File: config.mk
export PLATFORM = sky130hd
export DESIGN_NAME = sorted_priority_queue
export DESIGN_NICKNAME = d
export VERILOG_FILES = /design/src/spq_pkg.sv /design/src/spq_ctrl.sv /design/src/spq_dp.sv /design/src/sorted_priority_queue.sv
export SDC_FILE = /design/constraint.sdc
export NUM_CORES = 2
export LEC_CHECK = 0
export BUFFER_PORTS_ARGS = -buffer_cell sky130_fd_sc_hd__buf_2
export CAP_MARGIN = 40
export CORE_MARGIN = 2
export CORE_UTILIZATION = 25
export CTS_BUF_LIST = sky130_fd_sc_hd__clkbuf_4 sky130_fd_sc_hd__clkbuf_8 sky130_fd_sc_hd__clkbuf_16
export CTS_CLUSTER_DIAMETER = 150
export CTS_CLUSTER_SIZE = 20
export DETAILED_ROUTE_END_ITERATION = 10
export SLEW_MARGIN = 20
export SYNTH_ARGS = -nofsm -noshare
export SYNTH_HDL_FRONTEND = slang
export SYNTH_SLANG_ARGS = --single-unit
File: constraint.sdc
create_clock -name clk -period 12.09 [get_ports clk]
set_input_delay 1.209 -clock clk [delete_from_list [all_inputs] [get_ports clk]]
set_output_delay 1.209 -clock clk [all_outputs]
set_load 0.01 [all_outputs]
File: src/spq_pkg.sv
// Shared constants and types for the sorted priority queue.
`default_nettype none
package spq_pkg;

    localparam int DEPTH = 16;
    localparam int CNT_W = $clog2(DEPTH + 1);

    typedef enum logic [1:0] {
        MODE_INSERT = 2'd0,
        MODE_REMOVE = 2'd1,
        MODE_LOOKUP = 2'd2
    } mode_t;

    typedef enum logic [1:0] {
        STAT_OK    = 2'd0,
        STAT_EMPTY = 2'd1,
        STAT_FULL  = 2'd2
    } status_t;

    typedef struct packed {
        logic load;
        logic exec;
    } dp_cmd_t;

endpackage
`default_nettype wire

File: src/spq_ctrl.sv
// Controller: sequences accept, execute and result hand-off for one beat at a time.
`default_nettype none
module spq_ctrl
    import spq_pkg::*;
(
    input  wire logic    clk,
    input  wire logic    rst_n,
    input  wire logic    in_valid,
    output logic         in_stall,
    output logic         out_valid,
    input  wire logic    out_stall,
    output dp_cmd_t      cmd
);

    typedef enum logic [1:0] {
        ST_IDLE,
        ST_EXEC,
        ST_RESP
    } state_t;

    state_t state_reg;
    state_t state_next;
    logic   out_valid_reg;
    logic   out_valid_next;

    always_comb
    begin
        state_next     = state_reg;
        out_valid_next = out_valid_reg;
        unique case (state_reg)
            ST_IDLE:
            begin
                if (in_valid)
                begin
                    state_next = ST_EXEC;
                end
            end
            ST_EXEC:
            begin
                state_next     = ST_RESP;
                out_valid_next = 1'b1;
            end
            ST_RESP:
            begin
                if (!out_stall)
                begin
                    state_next     = ST_IDLE;
                    out_valid_next = 1'b0;
                end
            end
            default:
            begin
                state_next     = ST_IDLE;
                out_valid_next = 1'b0;
            end
        endcase
    end

    always_ff @(posedge clk or negedge rst_n)
    begin
        if (!rst_n)
        begin
            state_reg     <= ST_IDLE;
            out_valid_reg <= 1'b0;
        end
        else
        begin
            state_reg     <= state_next;
            out_valid_reg <= out_valid_next;
        end
    end

    assign in_stall  = (state_reg != ST_IDLE);
    assign out_valid = out_valid_reg;
    assign cmd.load  = in_valid && (state_reg == ST_IDLE);
    assign cmd.exec  = (state_reg == ST_EXEC);

endmodule
`default_nettype wire

File: src/spq_dp.sv
// Datapath: sorted register array with per-entry compare, shift logic and result registers.
`default_nettype none
module spq_dp
    import spq_pkg::*;
(
    input  wire logic               clk,
    input  wire logic               rst_n,
    input  wire dp_cmd_t            cmd,
    input  wire logic [1:0]         mode,
    input  wire logic signed [31:0] value,
    output logic signed [31:0]      popped_value,
    output logic                    found,
    output logic [1:0]              status,
    output logic [4:0]              count,
    output logic                    is_empty
);

    logic [1:0]         mode_reg;
    logic signed [31:0] value_reg;
    logic [CNT_W-1:0]   cnt_reg;
    logic [CNT_W-1:0]   cnt_next;
    logic signed [31:0] entry_reg  [DEPTH];
    logic signed [31:0] entry_next [DEPTH];
    logic [DEPTH-1:0]   keep;
    logic [DEPTH-1:0]   hit;
    logic               full;
    logic               empty;
    logic               wr_insert;
    logic               wr_remove;

    logic signed [31:0] popped_reg;
    logic signed [31:0] popped_next;
    logic               found_reg;
    logic [1:0]         status_reg;
    status_t            status_next;
    logic [4:0]         count_reg;
    logic               is_empty_reg;

    assign full  = (cnt_reg == CNT_W'(DEPTH));
    assign empty = (cnt_reg == '0);

    // Each stored entry compares against the operand at its own slot.
    always_comb
    begin
        for (int i = 0; i < DEPTH; i++)
        begin
            keep[i] = (CNT_W'(i) < cnt_reg) && (entry_reg[i] > value_reg);
            hit[i]  = (CNT_W'(i) < cnt_reg) && (entry_reg[i] == value_reg);
        end
    end

    always_comb
    begin
        wr_insert   = 1'b0;
        wr_remove   = 1'b0;
        cnt_next    = cnt_reg;
        popped_next = '0;
        status_next = STAT_OK;
        unique case (mode_reg)
            MODE_INSERT:
            begin
                if (full)
                begin
                    status_next = STAT_FULL;
                end
                else
                begin
                    wr_insert = 1'b1;
                    cnt_next  = cnt_reg + CNT_W'(1);
                end
            end
            MODE_REMOVE:
            begin
                if (empty)
                begin
                    status_next = STAT_EMPTY;
                end
                else
                begin
                    wr_remove   = 1'b1;
                    popped_next = entry_reg[0];
                    cnt_next    = cnt_reg - CNT_W'(1);
                end
            end
            default:
            begin
            end
        endcase
    end

    // Insert: hold entries above the operand, drop the operand into the gap,
    // advance the rest one slot. Remove: advance every entry toward the head.
    always_comb
    begin
        for (int i = 0; i < DEPTH; i++)
        begin
            entry_next[i] = entry_reg[i];
            if (wr_insert && !keep[i])
            begin
                if (i == 0)
                begin
                    entry_next[i] = value_reg;
                end
                else if (keep[i-1])
                begin
                    entry_next[i] = value_reg;
                end
                else
                begin
                    entry_next[i] = entry_reg[i-1];
                end
            end
            else if (wr_remove && (i < DEPTH - 1))
            begin
                entry_next[i] = entry_reg[i+1];
            end
        end
    end

    always_ff @(posedge clk or negedge rst_n)
    begin
        if (!rst_n)
        begin
            cnt_reg <= '0;
        end
        else if (cmd.exec)
        begin
            cnt_reg <= cnt_next;
        end
    end

    always_ff @(posedge clk)
    begin
        if (cmd.load)
        begin
            mode_reg  <= mode;
            value_reg <= value;
        end
        if (cmd.exec)
        begin
            for (int i = 0; i < DEPTH; i++)
            begin
                entry_reg[i] <= entry_next[i];
            end
            popped_reg   <= popped_next;
            found_reg    <= (mode_reg == MODE_LOOKUP) && (|hit);
            status_reg   <= status_next;
            count_reg    <= 5'(cnt_next);
            is_empty_reg <= (cnt_next == '0);
        end
    end

    assign popped_value = popped_reg;
    assign found        = found_reg;
    assign status       = status_reg;
    assign count        = count_reg;
    assign is_empty     = is_empty_reg;

endmodule
`default_nettype wire

File: src/sorted_priority_queue.sv
// Top level of the sorted priority queue: controller plus datapath.
//
// Holds up to DEPTH signed 32-bit values in descending order.
// Input channel (in_valid / in_stall): one beat carries mode and value.
//   Insert places value ahead of every stored value less than or equal to it.
//   Remove pops the head (largest). Lookup tests membership. Mode 3 is a no-op.
// Output channel (out_valid / out_stall): one result beat per input beat with
//   popped_value, found, status, count and is_empty after the operation.
//   An insert into a full queue or a remove from an empty one leaves the
//   queue unchanged and reports the matching status code.
// Timing: an accepted beat is executed in the next cycle, and its result is
//   presented in the cycle after that. One beat is in flight at a time: the
//   next beat is accepted only once the result has been taken, following the
//   accept / execute / present sequence of the controller.
// While a result waits under out_stall, the result registers hold and
//   in_stall stays high; the queue contents are not touched.
// Reset (rst_n low, asynchronous) empties the queue and clears out_valid;
//   storage is not cleared, since slots past the count never affect a result.
`default_nettype none
module sorted_priority_queue
    import spq_pkg::*;
(
    input  wire logic               clk,
    input  wire logic               rst_n,
    input  wire logic               in_valid,
    output logic                    in_stall,
    input  wire logic [1:0]         mode,
    input  wire logic signed [31:0] value,
    output logic                    out_valid,
    input  wire logic               out_stall,
    output logic signed [31:0]      popped_value,
    output logic                    found,
    output logic [1:0]              status,
    output logic [4:0]              count,
    output logic                    is_empty
);

    dp_cmd_t cmd;

    // Sequencing: accept a beat, execute it, hold the result until taken.
    spq_ctrl u_ctrl (
        .clk       (clk),
        .rst_n     (rst_n),
        .in_valid  (in_valid),
        .in_stall  (in_stall),
        .out_valid (out_valid),
        .out_stall (out_stall),
        .cmd       (cmd)
    );

    // Storage, per-slot compare and shift, and the result registers.
    spq_dp u_dp (
        .clk          (clk),
        .rst_n        (rst_n),
        .cmd          (cmd),
        .mode         (mode),
        .value        (value),
        .popped_value (popped_value),
        .found        (found),
        .status       (status),
        .count        (count),
        .is_empty     (is_empty)
    );

endmodule
`default_nettype wire
==> impl_metrics.py <==
metrics = {
    "routing": {
        "wl_um": 131000,
        "wl_per_cell_um": 22.0,
        "drt-pass1-iter-count": 6,
        "vias": 32003,
        "drc_errors": 0,
        "via_per_inst": 5.38,
        "drtIter0Drc": 3132,
        "antenna_left": 0,
    },
    "global_route": {
        "grt_start_max_net_pins": 162,
        "use_met1_pct": 20.7,
        "grt_pass1_vias": 31184,
        "grt_most_used_layer": "met2",
        "grt_first_pass_wirelength_um": 197000,
        "grt.overflow.total": 0,
        "grt_usage_pct": 14.9,
        "antenna_found_initial": 3,
        "grt_util_met2_pct": 24.3,
        "use_met3_pct": 2.18,
    },
    "power_and_ir_drop": {
        "pwr-share-clk_pct": 14.2,
        "p_seq_share_pct": 34.9,
        "p_sw_w": 0.00401,
        "ir_drop_mv": 0.166,
        "p_int_w": 0.00521,
        "comb_power_share_pct": 50.9,
        "p_sw_share_pct": 43.5,
        "p_per_area_nw_per_um2": 202,
        "p_leak_nw": 18.3,
    },
    "synthesis": {
        "synthFlopType": "edfxtp_1",
        "synth_seq_cells": 595,
        "synth_async_sr_flop_share_pct": 1.34,
        "synthTopCellsByArea": "edfxtp_1 43%, ha_1 16%, mux2i_1 9.7%, a21oi_1 9.6%, mux2_2 4.5%",
        "ys_types": 59,
        "syn_inst": 3788,
        "syn_area_um2": 41400,
        "synthMuxAreaShare_pct": 14.3,
        "synthTopCellsByCount": "797 x a21oi_1, 587 x edfxtp_1, 515 x ha_1, 400 x mux2i_1, 191 x a31oi_1",
        "yosys.area_share.simple_pct": 6.98,
        "synth_compound_area_share_pct": 16.7,
        "synth_top_family_by_area": "compound AO/OA/AOI/OAI gates",
        "synth_edf_count": 587,
        "avgSynthCellArea_um2": 10.9,
        "synth_fa_ha_area_share_pct": 15.6,
        "ys_seq_area_share_pct": 43.1,
        "yosysMostFrequentCell": "a21oi_1",
        "yosys.area.top_type": "edfxtp_1",
        "syn_nets": 4341,
        "synth_xor_area_share_pct": 0.0635,
        "yosysWarnings": 0,
        "synth_top_cell_area_share_pct": 42.6,
    },
    "clock_tree": {
        "worstSkewPairLatency_ns": 0.64,
        "cts_buffers": 35,
        "clk_pin_slew_ns": 0.09,
        "hold_buffers": 0,
        "ctsResizeCount": 0,
        "postCtsSetupBuffers": 0,
        "cts_tree": "done",
        "clock_path_buffers": 3,
        "h-tree-depth": 2,
        "root_buffer": "clkbuf_16",
        "cts.sinks": 595,
    },
    "layout": {
        "fill_cells": 17010,
        "final_layout_size_suffix_gt1_share_pct": 11.6,
        "largest_register_ff_count": 512,
        "layout-area-overhead-vs-synth_pct": 10.4,
        "fin_nets": 4305,
    },
    "floorplanning": {
        "core_area_um2": 165000,
        "die_area_um2": 169000,
        "rows": 149,
        "chipWidth_um": 411,
        "pin_count": 81,
        "die_h_um": 411,
        "start_util_pct": 25.1,
    },
    "setup_path": {
        "cp-endpoint": "u_dp.entry_reg[1][221]",
        "r2r_cells": 13,
        "crit_path_start": "u_dp.value_reg[26]",
        "crit_fanout": 64,
        "crit_path_end_kind": "flop",
        "worstSetupPathType": "flop to flop",
        "r2r_slack_ns": 6.30,
        "start_kind": "flop",
        "worstPathArrival_ns": 6.05,
        "reg2reg_from": "u_dp.value_reg[26]",
        "rr_endpoint": "u_dp.entry_reg[1][221]",
        "crit_required_ns": 12.35,
    },
    "sta": {
        "period_minus_slack_ns": 5.79,
        "worst_pin_slew_ns": 0.929,
        "holdWs_ns": 0.428,
        "finalMaxSlewViolations": 0,
        "grt_setup_unrepaired": "false",
        "fin_crit_sh_pct": 47.9,
        "clock.fmax_ghz": 0.173,
        "setup_tns_ns": 0,
        "hold_viol_final": 0,
        "setup_violations": 0,
        "slew_headroom_pct": 37.5,
        "skew_ns": 0.0365,
    },
    "worst_hold_path": {
        "hold_path.class": "primary input to asynchronous set/reset pin",
    },
    "run": {
        "cap_viol_max_count": 0,
    },
    "status": {
        "status": "completed",
    },
    "placement": {
        "portBuffers": 80,
        "dp_hpwl_um": 96000,
        "gp_congestion": 0.908,
    },
}
-- power groups by stage --
stage	clock network (W)	registers (W)	logic, W
after floorplan	0	0.00312	0.00332
after CTS	0.00134	0.00322	0.00456
after detailed placement	0	0.00326	0.00455
final	0.00131	0.00322	0.00470
after global routing	0.00140	0.00325	0.00512
after global placement	0	0.00326	0.00438
-- metal layers --
layer	vias to the layer above	part of all wire, %	wire (um)
li1	14773	-	-
met1	16111	46	59700
met2	964	46	60700
met3	151	5.7	7410
met4	4	2.3	3030
met5	-	0.018	24
-- worst min path at each step --
stage	from	slack (ns)	to
6_report	rst_n	0.43	u_dp.cnt_reg[3]
5_1_grt	rst_n	0.42	u_dp.cnt_reg[3]
4_1_cts	rst_n	0.40	u_dp.cnt_reg[3]
3_5_place_dp	u_ctrl.state_reg[1]	0.46	u_ctrl.out_valid
3_3_place_gp	u_ctrl.state_reg[1]	0.45	u_ctrl.out_valid
2_1_floorplan	u_ctrl.state_reg[1]	0.43	u_ctrl.out_valid
-- area by class of cell --
class                      instances  area [um^2]  area share (%)
sequential                       595        17800            39.1
multi-input combinational       2867        22400            49.0
tap                             2189         2740            6.00
antenna                            1         2.50         0.00548
inverter                          68          255           0.559
clock inverter                     3         32.5          0.0713
clock buffer                      42          946            2.07
timing repair buffer             185         1480            3.23
-- cells by family (layout without fill, tap and decap cells) --
kind of cell / Yosys count / count (layout)
AND/OR/NAND/NOR: 551 / 551
XOR/XNOR: 3 / 3
multiplexers: 568 / 568
AO/OA/AOI/OAI: 1229 / 1229
flip-flops: 595 / 595
adder cells (fa/ha/maj): 516 / 516
buffers and inverters: 326 / 298
other: 0 / 1
-- through the flow --
step | worst slack [ns] | area, um^2 | util [%] | std cells | power, W
after floorplan | 6.40 | 41400 | - | 3788 | 0.00644
after global placement | 5.78 | 44200 | 26.9 | 5879 | 0.00764
after detailed placement | 5.98 | 44400 | 27.0 | 5892 | 0.00781
after CTS | 5.94 | 45400 | 27.6 | 5937 | 0.00911
after global routing | 6.05 | 45600 | 27.7 | 5950 | 0.00977
final | 6.30 | 45600 | 27.7 | 5950 | 0.00922
-- worst max-delay path, stage by stage (launching register included) --
cell      delay, ns
edfxtp_1       0.80
inv_1          0.56
ha_1           0.49
nand4_1        0.24
nor4_1         0.76
and3_1         0.34
a21oi_1        0.08
nand2_1        0.07
mux2_2         0.13
buf_4          0.51
and2_1         0.42
buf_4          0.37
o21a_1         0.15
buf_4          0.44
-- layout by cell type (no fill, tap or decap), types with 9 or more instances in the layout --
cell type / synthesis / layout
a211o_1: 12 / 12
a211oi_1: 10 / 10
a21bo_2: 9 / 9
a21o_1: 24 / 24
a21oi_1: 797 / 788
a21oi_4: 0 / 9
a221o_1: 12 / 12
a221oi_1: 17 / 17
a31oi_1: 191 / 191
and2_1: 41 / 39
and4_1: 17 / 17
buf_12: 0 / 10
buf_2: 65 / 83
buf_4: 7 / 79
clkbuf_16: 0 / 36
edfxtp_1: 587 / 587
ha_1: 515 / 515
inv_1: 68 / 67
mux2_2: 167 / 166
mux2i_1: 400 / 395
nand2_1: 163 / 163
nand2b_1: 9 / 9
nand3_1: 69 / 69
nand4_1: 105 / 105
nor2_1: 49 / 47
nor2b_1: 19 / 19
nor3_1: 20 / 20
nor3b_1: 11 / 11
nor4_1: 25 / 25
o211ai_1: 29 / 29
o21a_1: 11 / 11
o21ai_0: 86 / 86
No activity file was read; power rests on OpenSTA's default activity.
